### config.mk
export PLATFORM = sky130hd
export DESIGN_NAME = tracker_row_midi_emitter
export DESIGN_NICKNAME = d
export VERILOG_FILES = /design/src/hdl/trme_pkg.sv /design/src/hdl/tracker_row_midi_emitter.sv /design/src/hdl/trme_front.sv /design/src/hdl/trme_queue.sv /design/src/hdl/trme_back.sv
export SDC_FILE = /design/constraint.sdc
export NUM_CORES = 1
export LEC_CHECK = 0
export BUFFER_PORTS_ARGS = -buffer_cell sky130_fd_sc_hd__clkbuf_2
export CORE_MARGIN = 2
export CORE_UTILIZATION = 40
export DETAILED_ROUTE_END_ITERATION = 12
export GPL_TIMING_DRIVEN = 0
export SLEW_MARGIN = 5
export SYNTH_ARGS = -nofsm -noshare
export SYNTH_HDL_FRONTEND = slang
export SYNTH_HIERARCHICAL = 1
export SYNTH_SLANG_ARGS = --single-unit
### constraint.sdc
create_clock -name clk_i -period 11.6 [get_ports clk_i]
set_input_delay 1.74 -clock clk_i [delete_from_list [all_inputs] [get_ports clk_i]]
set_output_delay 1.74 -clock clk_i [all_outputs]
set_load 0.005 [all_outputs]
### src/hdl/trme_pkg.sv
// Shared types and constants of the tracker row MIDI emitter.
// Used by trme_front, trme_queue, trme_back and tracker_row_midi_emitter.
// No dependencies.
package trme_pkg;

  // item opcodes
  localparam logic [1:0] OP_TICK  = 2'd0;
  localparam logic [1:0] OP_BLOCK = 2'd1;
  localparam logic [1:0] OP_STOP  = 2'd2;

  // register addresses
  localparam logic [2:0] ADDR_SPT  = 3'd0;
  localparam logic [19:0] SPT_RESET = 20'd4096;

  // MIDI status kinds, channel in the low nibble
  localparam logic [7:0] ST_NOTE_OFF = 8'h80;
  localparam logic [7:0] ST_NOTE_ON  = 8'h90;
  localparam logic [7:0] ST_CC       = 8'hB0;
  localparam logic [7:0] ST_PROG     = 8'hC0;
  localparam logic [7:0] ST_BEND     = 8'hE0;

  // parameter codes
  localparam logic [15:0] PAR_CC_BASE = 16'h3000;
  localparam logic [15:0] PAR_CC_END  = 16'h30FB;
  localparam logic [15:0] PAR_BEND    = 16'h30FE;

  localparam logic [7:0] CMD_MIDI    = 8'd9;
  localparam logic [7:0] NOTE_OFF    = 8'd255;
  localparam logic [7:0] DATA_MAX    = 8'h7F;
  localparam logic [6:0] VEL_DEFAULT = 7'd127;
  localparam logic [19:0] POS_MAX    = 20'hFFFFF;

  // x/255 for x < 2^28: q = (x * DIV_M) >> DIV_SH, exact
  localparam int unsigned DIV_SH = 36;
  localparam logic [28:0] DIV_M  = 29'd269488145;

  typedef enum logic {
    KIND_LIST,
    KIND_PROG
  } kind_e;

  typedef struct packed {
    logic [7:0] status;
    logic [7:0] d1;
    logic [7:0] d2;
  } msg_t;

  // one queued job: a list of up to four messages or a program-change burst
  typedef struct packed {
    kind_e           kind;
    logic [15:0]     ts_base;
    logic [2:0]      cnt;
    logic [6:0]      prog;
    msg_t [3:0]      msgs;
  } job_t;

  typedef struct packed {
    logic [1:0]  opcode;
    logic [7:0]  row_note;
    logic [6:0]  row_velocity;
    logic [7:0]  row_delay;
    logic [7:0]  row_command;
    logic [15:0] row_command_value;
    logic [15:0] row_parameter;
    logic [15:0] row_parameter_value;
    logic [4:0]  row_channel;
    logic [6:0]  row_program;
    logic [7:0]  present_mask;
    logic [15:0] block_samples;
  } item_t;

  typedef struct packed {
    logic [16:0] timestamp;
    logic [7:0]  status_byte;
    logic [7:0]  data_one;
    logic [7:0]  data_two;
    logic        last_message;
  } out_t;

endpackage

### src/hdl/tracker_row_midi_emitter.sv
// Tracker row MIDI emitter: one track turned into MIDI messages.
// Path: each job goes into a QDEPTH-entry queue, then its messages into the output
// register. Throughput: one item per cycle while the job queue has room; a tick with a
// delay stalls the input while the divide-by-255 multiply runs. Output: one message per
// cycle while the receiver is ready; a program burst is 16 messages and a firing up to 4.
// Reset: asynchronous, active low; clears track state, the tick length returns to 4096.
module tracker_row_midi_emitter #(
  parameter int unsigned QDEPTH = 4
) (
  input  logic          clk_i,
  input  logic          rst_ni,
  // input stream
  input  logic          s_axis_tvalid_i,
  output logic          s_axis_tready_o,
  // row_note, row_velocity, row_delay, row_command, row_command_value, row_parameter,
  // row_parameter_value, row_channel, row_program, present_mask, block_samples, 5 pad
  input  logic [119:0]  s_axis_tdata_i,
  // opcode
  input  logic [1:0]    s_axis_tuser_i,
  // output stream
  output logic          m_axis_tvalid_o,
  input  logic          m_axis_tready_i,
  // timestamp, status_byte, data_one, data_two, 7 pad
  output logic [47:0]   m_axis_tdata_o,
  output logic          m_axis_tlast_o,
  // configuration
  input  logic          psel,
  input  logic          penable,
  input  logic          pwrite,
  input  logic [2:0]    paddr,
  input  logic [31:0]   pwdata,
  output logic [31:0]   prdata,
  output logic          pready
);
  import trme_pkg::*;

  logic [19:0]                spt_q;
  item_t                      item;
  job_t                       push_job, head_job;
  logic                       q_push, q_pop, q_empty, q_full;
  logic                       div_busy;
  out_t                       out_msg;

  // register port
  assign pready = 1'b1;
  assign prdata = (paddr == ADDR_SPT) ? {12'd0, spt_q} : 32'd0;

  always_ff @(posedge clk_i or negedge rst_ni) begin
    if (!rst_ni) begin
      spt_q <= SPT_RESET;
    end else if (psel && penable && pwrite && pready && (paddr == ADDR_SPT)) begin
      spt_q <= pwdata[19:0];
    end
  end

  // unpack input item
  always_comb begin
    item.opcode              = s_axis_tuser_i;
    item.row_note            = s_axis_tdata_i[7:0];
    item.row_velocity        = s_axis_tdata_i[14:8];
    item.row_delay           = s_axis_tdata_i[22:15];
    item.row_command         = s_axis_tdata_i[30:23];
    item.row_command_value   = s_axis_tdata_i[46:31];
    item.row_parameter       = s_axis_tdata_i[62:47];
    item.row_parameter_value = s_axis_tdata_i[78:63];
    item.row_channel         = s_axis_tdata_i[83:79];
    item.row_program         = s_axis_tdata_i[90:84];
    item.present_mask        = s_axis_tdata_i[98:91];
    item.block_samples       = s_axis_tdata_i[114:99];
  end

  trme_front u_front (
    .clk_i      (clk_i),
    .rst_ni     (rst_ni),
    .spt_i      (spt_q),
    .in_valid_i (s_axis_tvalid_i),
    .in_ready_o (s_axis_tready_o),
    .item_i     (item),
    .q_full_i   (q_full),
    .push_o     (q_push),
    .job_o      (push_job),
    .div_busy_o (div_busy)
  );

  trme_queue #(
    .Depth (QDEPTH)
  ) u_queue (
    .clk_i   (clk_i),
    .rst_ni  (rst_ni),
    .push_i  (q_push),
    .job_i   (push_job),
    .pop_i   (q_pop),
    .head_o  (head_job),
    .empty_o (q_empty),
    .full_o  (q_full)
  );

  trme_back u_back (
    .clk_i       (clk_i),
    .rst_ni      (rst_ni),
    .head_i      (head_job),
    .empty_i     (q_empty),
    .pop_o       (q_pop),
    .out_valid_o (m_axis_tvalid_o),
    .out_ready_i (m_axis_tready_i),
    .out_o       (out_msg)
  );

  // pack output message
  assign m_axis_tdata_o = {7'd0, out_msg.data_two, out_msg.data_one,
                           out_msg.status_byte, out_msg.timestamp};
  assign m_axis_tlast_o = out_msg.last_message;

`ifndef SYNTH
  // a job is never offered to a full queue
  assert property (@(posedge clk_i) disable iff (!rst_ni) !(q_push && q_full))
    else $error("job pushed into full queue");

  // a tick with a delay blocks the input while the divide finishes
  assert property (@(posedge clk_i) disable iff (!rst_ni)
      (s_axis_tvalid_i && s_axis_tready_o && (s_axis_tuser_i == OP_TICK)
       && s_axis_tdata_i[92]) |=> (!s_axis_tready_o && div_busy))
    else $error("input accepted during delay divide");

  // the back end only pops a job that is there
  assert property (@(posedge clk_i) disable iff (!rst_ni) q_pop |-> !q_empty)
    else $error("pop from empty queue");
`endif

endmodule

### src/hdl/trme_front.sv
// Front end: accepts items, keeps the track state and turns items that produce messages into jobs.
// Depends on trme_pkg.
module trme_front (
  input  logic               clk_i,
  input  logic               rst_ni,
  input  logic [19:0]        spt_i,
  input  logic               in_valid_i,
  output logic               in_ready_o,
  input  trme_pkg::item_t    item_i,
  input  logic               q_full_i,
  output logic               push_o,
  output trme_pkg::job_t     job_o,
  output logic               div_busy_o
);
  import trme_pkg::*;

  logic [7:0]  pending_q;
  logic [6:0]  held_vel_q;
  logic [19:0] fire_off_q;
  logic [7:0]  cmd_q;
  logic [15:0] cmdv_q;
  logic [15:0] par_q;
  logic [15:0] parv_q;
  logic [3:0]  flags_q;
  logic [3:0]  chan_q;
  logic [7:0]  sound_q;
  logic [19:0] pos_q;
  logic [27:0] prod_q;
  logic        div_busy_q;

  logic        accept;
  logic [20:0] blk_end;
  logic        fire_hit;
  logic [56:0] quot_full;
  logic [7:0]  parv_cl;
  logic        par_cc, par_bend, param_en;
  logic        cmd_both, cmd_cc, cmd_bend;
  logic [7:0]  cmd_x, cmd_y;
  logic        note_en, note_on;
  logic [7:0]  hi8, mn;
  logic [1:0]  idx;
  job_t        fire_job;
  job_t        tick_job;
  job_t        stop_job;

  assign in_ready_o = !div_busy_q && !q_full_i;
  assign accept     = in_valid_i && in_ready_o;
  assign div_busy_o = div_busy_q;

  // firing window, both ends inclusive
  assign blk_end  = {1'b0, pos_q} + {5'b0, item_i.block_samples};
  assign fire_hit = (pos_q <= fire_off_q) && (blk_end >= {1'b0, fire_off_q});

  // second step of the delay scaling: divide by 255
  assign quot_full = 57'(prod_q) * 57'(DIV_M);

  // message classification
  assign parv_cl  = (parv_q > {8'd0, DATA_MAX}) ? DATA_MAX : parv_q[7:0];
  assign par_cc   = (par_q >= PAR_CC_BASE) && (par_q < PAR_CC_END);
  assign par_bend = (par_q == PAR_BEND);
  assign param_en = (flags_q[3:2] == 2'b11) && (par_cc || par_bend);
  assign cmd_both = (flags_q[1:0] == 2'b11);
  assign cmd_x    = cmdv_q[15:8];
  assign cmd_y    = cmdv_q[7:0];
  assign cmd_cc   = cmd_both && (cmd_q == CMD_MIDI) && !cmd_x[7];
  assign cmd_bend = cmd_both && (cmd_q == CMD_MIDI) && (cmd_x >= 8'hFE);
  assign note_en  = (pending_q != 8'd0);
  assign note_on  = note_en && (pending_q != NOTE_OFF);

  // MIDI note 12*octave + note - 1, modulo 256
  assign hi8 = {4'b0, pending_q[7:4]};
  assign mn  = (hi8 << 3) + (hi8 << 2) + {4'b0, pending_q[3:0]} - 8'd1;

  // pack the messages of one firing in order
  always_comb begin
    fire_job         = '0;
    fire_job.kind    = KIND_LIST;
    fire_job.ts_base = fire_off_q[19:4];
    idx              = 2'd0;
    if (param_en) begin
      fire_job.msgs[idx] = par_cc ?
          msg_t'{status: ST_CC | {4'b0, chan_q}, d1: 8'(par_q - PAR_CC_BASE), d2: parv_cl} :
          msg_t'{status: ST_BEND | {4'b0, chan_q}, d1: parv_cl, d2: 8'd0};
      idx          = idx + 2'd1;
      fire_job.cnt = fire_job.cnt + 3'd1;
    end
    if (cmd_cc || cmd_bend) begin
      fire_job.msgs[idx] = cmd_cc ?
          msg_t'{status: ST_CC | {4'b0, chan_q}, d1: cmd_x,
                 d2: (cmd_y > DATA_MAX) ? DATA_MAX : cmd_y} :
          msg_t'{status: ST_BEND | {4'b0, chan_q}, d1: cmd_x, d2: cmd_y};
      idx          = idx + 2'd1;
      fire_job.cnt = fire_job.cnt + 3'd1;
    end
    if (note_en) begin
      fire_job.msgs[idx] = '{status: ST_NOTE_OFF | {4'b0, chan_q}, d1: sound_q, d2: 8'd0};
      idx          = idx + 2'd1;
      fire_job.cnt = fire_job.cnt + 3'd1;
    end
    if (note_on) begin
      fire_job.msgs[idx] = '{status: ST_NOTE_ON | {4'b0, chan_q}, d1: mn,
                             d2: {1'b0, held_vel_q}};
      fire_job.cnt = fire_job.cnt + 3'd1;
    end
  end

  always_comb begin
    tick_job      = '0;
    tick_job.kind = KIND_PROG;
    tick_job.prog = item_i.row_program;
  end

  always_comb begin
    stop_job         = '0;
    stop_job.kind    = KIND_LIST;
    stop_job.cnt     = 3'd1;
    stop_job.msgs[0] = '{status: ST_NOTE_OFF | {4'b0, chan_q}, d1: sound_q, d2: 8'd0};
  end

  // job selection and push
  always_comb begin
    job_o  = fire_job;
    push_o = 1'b0;
    case (item_i.opcode)
      OP_TICK: begin
        job_o  = tick_job;
        push_o = accept && item_i.present_mask[7];
      end
      OP_BLOCK: begin
        job_o  = fire_job;
        push_o = accept && fire_hit && (fire_job.cnt != 3'd0);
      end
      OP_STOP: begin
        job_o  = stop_job;
        push_o = accept && (sound_q != 8'd0);
      end
      default: begin
        job_o  = fire_job;
        push_o = 1'b0;
      end
    endcase
  end

  // first step of the delay scaling
  always_ff @(posedge clk_i) begin
    if (accept && (item_i.opcode == OP_TICK) && item_i.present_mask[1]) begin
      prod_q <= 28'(spt_i) * 28'(item_i.row_delay);
    end
  end

  // track state
  always_ff @(posedge clk_i or negedge rst_ni) begin
    if (!rst_ni) begin
      pending_q  <= '0;
      held_vel_q <= VEL_DEFAULT;
      fire_off_q <= '0;
      cmd_q      <= '0;
      cmdv_q     <= '0;
      par_q      <= '0;
      parv_q     <= '0;
      flags_q    <= '0;
      chan_q     <= '0;
      sound_q    <= '0;
      pos_q      <= '0;
      div_busy_q <= 1'b0;
    end else begin
      if (div_busy_q) begin
        fire_off_q <= quot_full[DIV_SH+19:DIV_SH];
        div_busy_q <= 1'b0;
      end
      if (accept) begin
        case (item_i.opcode)
          OP_TICK: begin
            pos_q <= '0;
            if (item_i.row_note != 8'd0) begin
              pending_q  <= item_i.row_note;
              fire_off_q <= '0;
              held_vel_q <= VEL_DEFAULT;
            end
            if (item_i.present_mask[0]) held_vel_q <= item_i.row_velocity;
            if (item_i.present_mask[1]) div_busy_q <= 1'b1;
            if (item_i.present_mask[2]) begin
              cmd_q      <= item_i.row_command;
              flags_q[0] <= 1'b1;
            end
            if (item_i.present_mask[3]) begin
              cmdv_q     <= item_i.row_command_value;
              flags_q[1] <= 1'b1;
            end
            if (item_i.present_mask[4]) begin
              par_q      <= item_i.row_parameter;
              flags_q[2] <= 1'b1;
            end
            if (item_i.present_mask[5]) begin
              parv_q     <= item_i.row_parameter_value;
              flags_q[3] <= 1'b1;
            end
            if (item_i.present_mask[6]) chan_q <= item_i.row_channel[3:0] - 4'd1;
          end
          OP_BLOCK: begin
            if (fire_hit) begin
              if (cmd_both) begin
                flags_q[1:0] <= 2'b00;
                cmd_q        <= '0;
                cmdv_q       <= '0;
              end
              if (note_en) begin
                sound_q   <= note_on ? mn : 8'd0;
                pending_q <= '0;
              end
            end
            pos_q <= blk_end[20] ? POS_MAX : blk_end[19:0];
          end
          OP_STOP: begin
            if (sound_q != 8'd0) begin
              pending_q <= '0;
              sound_q   <= '0;
            end
          end
          default: ;
        endcase
      end
    end
  end

endmodule

### src/hdl/trme_queue.sv
// Short job queue between the front and back ends, built from flip-flops.
// Depends on trme_pkg.
module trme_queue #(
  parameter int unsigned Depth = 4
) (
  input  logic                         clk_i,
  input  logic                         rst_ni,
  input  logic                         push_i,
  input  trme_pkg::job_t               job_i,
  input  logic                         pop_i,
  output trme_pkg::job_t               head_o,
  output logic                         empty_o,
  output logic                         full_o
);
  import trme_pkg::*;

  localparam int unsigned PtrW = (Depth > 1) ? $clog2(Depth) : 1;
  localparam int unsigned CntW = $clog2(Depth + 1);

  job_t            mem_q [Depth];
  logic [PtrW-1:0] wr_ptr_q, rd_ptr_q;
  logic [CntW-1:0] cnt_q;
  logic            do_push, do_pop;

  assign empty_o = (cnt_q == '0);
  assign full_o  = (cnt_q == CntW'(Depth));
  assign head_o  = mem_q[rd_ptr_q];
  assign do_push = push_i && !full_o;
  assign do_pop  = pop_i && !empty_o;

  // storage
  always_ff @(posedge clk_i) begin
    if (do_push) mem_q[wr_ptr_q] <= job_i;
  end

  // pointers and fill count
  always_ff @(posedge clk_i or negedge rst_ni) begin
    if (!rst_ni) begin
      wr_ptr_q <= '0;
      rd_ptr_q <= '0;
      cnt_q    <= '0;
    end else begin
      if (do_push) begin
        wr_ptr_q <= (wr_ptr_q == PtrW'(Depth - 1)) ? '0 : wr_ptr_q + PtrW'(1);
      end
      if (do_pop) begin
        rd_ptr_q <= (rd_ptr_q == PtrW'(Depth - 1)) ? '0 : rd_ptr_q + PtrW'(1);
      end
      if (do_push && !do_pop) cnt_q <= cnt_q + CntW'(1);
      else if (!do_push && do_pop) cnt_q <= cnt_q - CntW'(1);
    end
  end

endmodule

### src/hdl/trme_back.sv
// Back end: queued jobs become MIDI messages in an output register, one per ready cycle.
// Depends on trme_pkg.
module trme_back (
  input  logic             clk_i,
  input  logic             rst_ni,
  input  trme_pkg::job_t   head_i,
  input  logic             empty_i,
  output logic             pop_o,
  output logic             out_valid_o,
  input  logic             out_ready_i,
  output trme_pkg::out_t   out_o
);
  import trme_pkg::*;

  logic [3:0] k_q;
  logic       ovalid_q;
  out_t       out_q;
  logic       load;
  logic       is_last;
  out_t       next_out;
  msg_t       cur;

  assign load = !empty_i && (!ovalid_q || out_ready_i);
  assign cur  = head_i.msgs[k_q[1:0]];

  // last message of the job at the head
  always_comb begin
    case (head_i.kind)
      KIND_PROG: is_last = (k_q == 4'd15);
      KIND_LIST: is_last = (k_q == 4'(head_i.cnt) - 4'd1);
      default:   is_last = 1'b1;
    endcase
  end

  // message at the current position
  always_comb begin
    next_out              = '0;
    next_out.last_message = is_last;
    case (head_i.kind)
      KIND_PROG: begin
        next_out.status_byte = ST_PROG | {4'b0, k_q};
        next_out.data_one    = {1'b0, head_i.prog};
      end
      default: begin
        next_out.timestamp   = 17'(head_i.ts_base) + 17'(k_q);
        next_out.status_byte = cur.status;
        next_out.data_one    = cur.d1;
        next_out.data_two    = cur.d2;
      end
    endcase
  end

  assign pop_o       = load && is_last;
  assign out_valid_o = ovalid_q;
  assign out_o       = out_q;

  // output register
  always_ff @(posedge clk_i) begin
    if (load) out_q <= next_out;
  end

  // position within job, output valid
  always_ff @(posedge clk_i or negedge rst_ni) begin
    if (!rst_ni) begin
      k_q      <= '0;
      ovalid_q <= 1'b0;
    end else begin
      if (load) begin
        k_q      <= is_last ? 4'd0 : k_q + 4'd1;
        ovalid_q <= 1'b1;
      end else if (out_ready_i) begin
        ovalid_q <= 1'b0;
      end
    end
  end

endmodule

==> results.tsv <==
stage	metric	value	unit
run_status	status	complete, no violations	
die	# IOs	248	
detailed_routing	first-pass detailed-route iteration total	6	
global_route	GR Overflow Total	0	
synthesis	Primary FF master, synth	edfxtp_1	
clock_network	clock buffer depth	3	
critical_path	Crit. End Element	flip-flop	
synthesis	syn avg cell area	13.02	um2
synthesis	post-synth top area share	39.99	%
detailed_routing	via count of the routed design	27233	
detailed_routing	# DRC	0	
timing	RSZ-0062 raised after global routing	no	
timing	Slew HR	15.72	%
clock_network	H-tree depth	3	
power	Cell Pwr Density	256.1	nW/um2
place	Final GP Congestion	0.8907	
die	Die Wd	328.8	um
min_path	Hold WC Path Type	flip-flop to flip-flop	
clock_network	TritonCTS buffer count	81	
detailed_routing	Via density	5.416	
die	DIE AREA	108100	um2
cells_and_area	post-layout util	45.90	%
synthesis	Syn Std Cell Area	42200	um2
timing	max-slew violation count	0	
global_route	first-pass GRT wire length	169.2	mm
critical_path	CP Buf/Inv Count	4	
detailed_routing	routed len/inst	22.03	um
place	I/O Buffers	201	
synthesis	top cell type by total area after synthesis	edfxtp_1	
cells_and_area	Design Area, Final	48180	um2
clock_network	CTS resizes	0	
clock_network	# Post-CTS Setup Buffers	0	
place	placed cell areas	45400	um2
timing	Final period util	64.28	%
detailed_routing	met1 wire length	47.04	mm
global_route	overall routing resource usage	20.65	%
detailed_routing	ANT nets after route	0	
clock_network	number of buffers inserted by hold repair at cts	0	
timing	# setup viols final	0	
cells_and_area	final net count	4199	
critical_path	delay-heaviest family, CP	compound AO/OA/AOI/OAI gates	
power	VDD IR-drop max	0.0001190	V
die	Row Count	119	
synthesis	sequential fraction of the synthesis area	49.51	%
clock_network	Worst-path clk slew	0.06	ns
synthesis	Post-Synthesis Cells	3241	
power	LEAKAGE	0.01963	uW
synthesis	synthesized flop and latch total	722	
critical_path	Req. time, crit path	11.92	ns
global_route	largest net degree at the start of global routing	82	
clock_network	# clock sinks	722	
synthesis	Synth area leaders	edfxtp_1, ha_1, dfrtp_1	
timing	Period minus WS final	7.457	ns
critical_path	crit path DAT	7.78	ns
synthesis	FFs w/ async S/R, synth	22.16	%
place	hpwl dp	83.65	mm
detailed_routing	WL met2	52.19	mm
critical_path	critical path type	primary input to flip-flop	
cells_and_area	final std cells w/o fill	5028	
critical_path	Crit Path Max Fanout	35	
detailed_routing	final wirelength	110.8	mm
global_route	vias in the first global route	27391	
place	placed cell count	4871	
detailed_routing	initial drt markers	2078	
critical_path	CP startpoint kind	primary input	
cells_and_area	fillcell total	9474	
critical_path	worst-path cell chain	clkbuf_2 -> ha_1 -> inv_1 -> fa_1 -> nor2b_1 -> o31a_1 -> o21ai_0 -> a21oi_1 -> o21ai_0 -> and4b_2 -> a311o_1 -> ha_1 -> nand2_1 -> nor3_1 -> nand2_1 -> o211ai_1 -> o221ai_2 -> a22oi_4 -> a31oi_1 -> nor2_1 -> nor2b_1 -> and2_4 -> buf_12 -> buf_12	
timing	Max Clk Rate	0.1341	GHz
clock_network	CTS root buf	clkbuf_16	
synthesis	unique cell type count in the Yosys netlist	106	
timing	Hold Fails Final Rpt	0	
synthesis	Post-synth EDFFs	562	
detailed_routing	met3 WL	8.253	mm
synthesis	Yosys warning count	6	
clock_network	CTS tree	yes	
cells_and_area	ratio of cells with drive above 1 in the final layout	19.00	%
die	core footprint	105000	um2
cells_and_area	Area growth, synth to finish	14.19	%
flow_run	max_cap viols	0	
timing	WHS	0.4827	ns
die	die height	328.8	um
timing	clk_skew	0.04390	ns
die	initial core utilization	40.20	%
timing	Worst Tran Pin Value	1.257	ns
clock_network	Clock Latency Late Sink	0.66	ns
critical_path	slowest library cell on the worst path	and2_4	
timing	Setup TNS	0	ns
global_route	initial antenna violation count	25	
critical_path	CP max stage delay	0.58	ns
detailed_routing	top layer in use	met5	
## power by group
part           internal [uW]  total [uW]  switching (uW)
Combinational           2520        5910            3390
Sequential              3450        3790             339
Clock                   1550        2640            1090
## synth_stat cells, types with 11 or more instances
library cell / n
a211oi_1: 20
a21o_1: 44
a21oi_1: 142
a221oi_1: 12
a22o_1: 33
a31oi_1: 21
and2_1: 127
and3_1: 30
buf_2: 22
buf_4: 30
clkbuf_1: 76
dfrtp_1: 152
edfxtp_1: 562
fa_1: 154
ha_1: 318
inv_1: 291
mux2_2: 48
mux2_4: 20
mux4_2: 145
nand2_1: 236
nand2b_1: 28
nand3_1: 65
nand4_1: 20
nor2_1: 161
nor2b_1: 27
nor3_1: 47
nor4_1: 11
o211ai_1: 30
o21ai_0: 74
o21bai_1: 12
xnor2_1: 48
xor2_1: 21
## state kept, by name, summed over array words and instances (netlist names), 3 cells and up
| register | count |
|---|---|
| u_front/par_q | 16 |
| u_front/fire_off_q | 20 |
| u_queue/mem_q | 492 |
| u_front/pos_q | 20 |
| u_front/prod_q | 28 |
| u_queue/cnt_q | 3 |
| u_front/chan_q | 4 |
| u_back/out_o | 42 |
| u_front/sound_q | 8 |
| u_back/k_q | 4 |
| u_front/flags_q | 4 |
| u_front/cmdv_q | 16 |
| u_front/pending_q | 8 |
| u_front/cmd_q | 8 |
| u_front/parv_q | 16 |
| u_front/held_vel_q | 7 |
| spt_q | 20 |
## metal layers
layer | global-route usage [%] | up-vias
li1 | - | 12470
met1 | 27.79 | 13656
met2 | 33.45 | 870
met3 | 4.722 | 203
met4 | 5.886 | 34
met5 | 0 | -
## logic make-up after synthesis
group	share of synthesized area, %
adders and majority gates	16.74
xor gates and xnor gates	1.489
DFF	49.51
buffers and inverters	4.602
muxes	9.921
AOI/OAI and AO/OA	8.258
other	0.02668
and+or+nand+nor	9.462
## layout make-up
cell class	instances	area (um2)	area share (%)
clock inverters	51	585.6	1.215
multi-input cells	2097	19480	40.42
plain buffers	152	842.1	1.748
repair buffers	216	1355	2.812
flip-flops and latches	722	20890	43.35
well taps	1391	1740	3.612
inverters	293	1100	2.283
diodes	6	15.01	0.03116
clock buffers	100	2180	4.524
## final timing paths
kind / to / start / cells after the start / slack [ns]
max: u_queue/mem_q[2][31]$_DFFE_PP_ / s_axis_tdata_i[99] / 24 / 4.14
max in group asynchronous: u_back/out_valid_o$_DFFE_PN0P_ / rst_ni / 2 / 9.50
min: u_front/flags_q[3]$_DFFE_PN0P_ / u_front/flags_q[3]$_DFFE_PN0P_ / 1 / 0.48
max reg2reg: u_queue/mem_q[2][31]$_DFFE_PP_ / u_front/cmd_q[7]$_DFFE_PN0P_ / 20 / 4.38
min reg2reg: u_front/flags_q[3]$_DFFE_PN0P_ / u_front/flags_q[3]$_DFFE_PN0P_ / 1 / 0.48
min in group asynchronous: u_front/parv_q[14]$_DFFE_PN0P_ / rst_ni / 1 / 1.14
## through the flow
| stage | total power [uW] | setup slack, ns |
|---|---|---|
| floorplan | 7992 | 0.7887 |
| CTS | 12440 | 4.145 |
| detailed placement | 9761 | 3.481 |
| finish | 12340 | 4.143 |
| global placement | 9704 | -4.408 |
| global route | 13250 | 3.744 |
## cells in the final DEF (no fill, tap or decap), types with 88 or more instances in the layout
master	instances
clkbuf_2	203
dfrtp_1	152
ha_1	318
inv_1	290
and2_1	124
clkbuf_1	88
nor2_1	159
edfxtp_1	562
nand2_1	236
fa_1	154
mux4_2	145
a21oi_1	142
No activity file was read; power rests on OpenSTA's default activity.
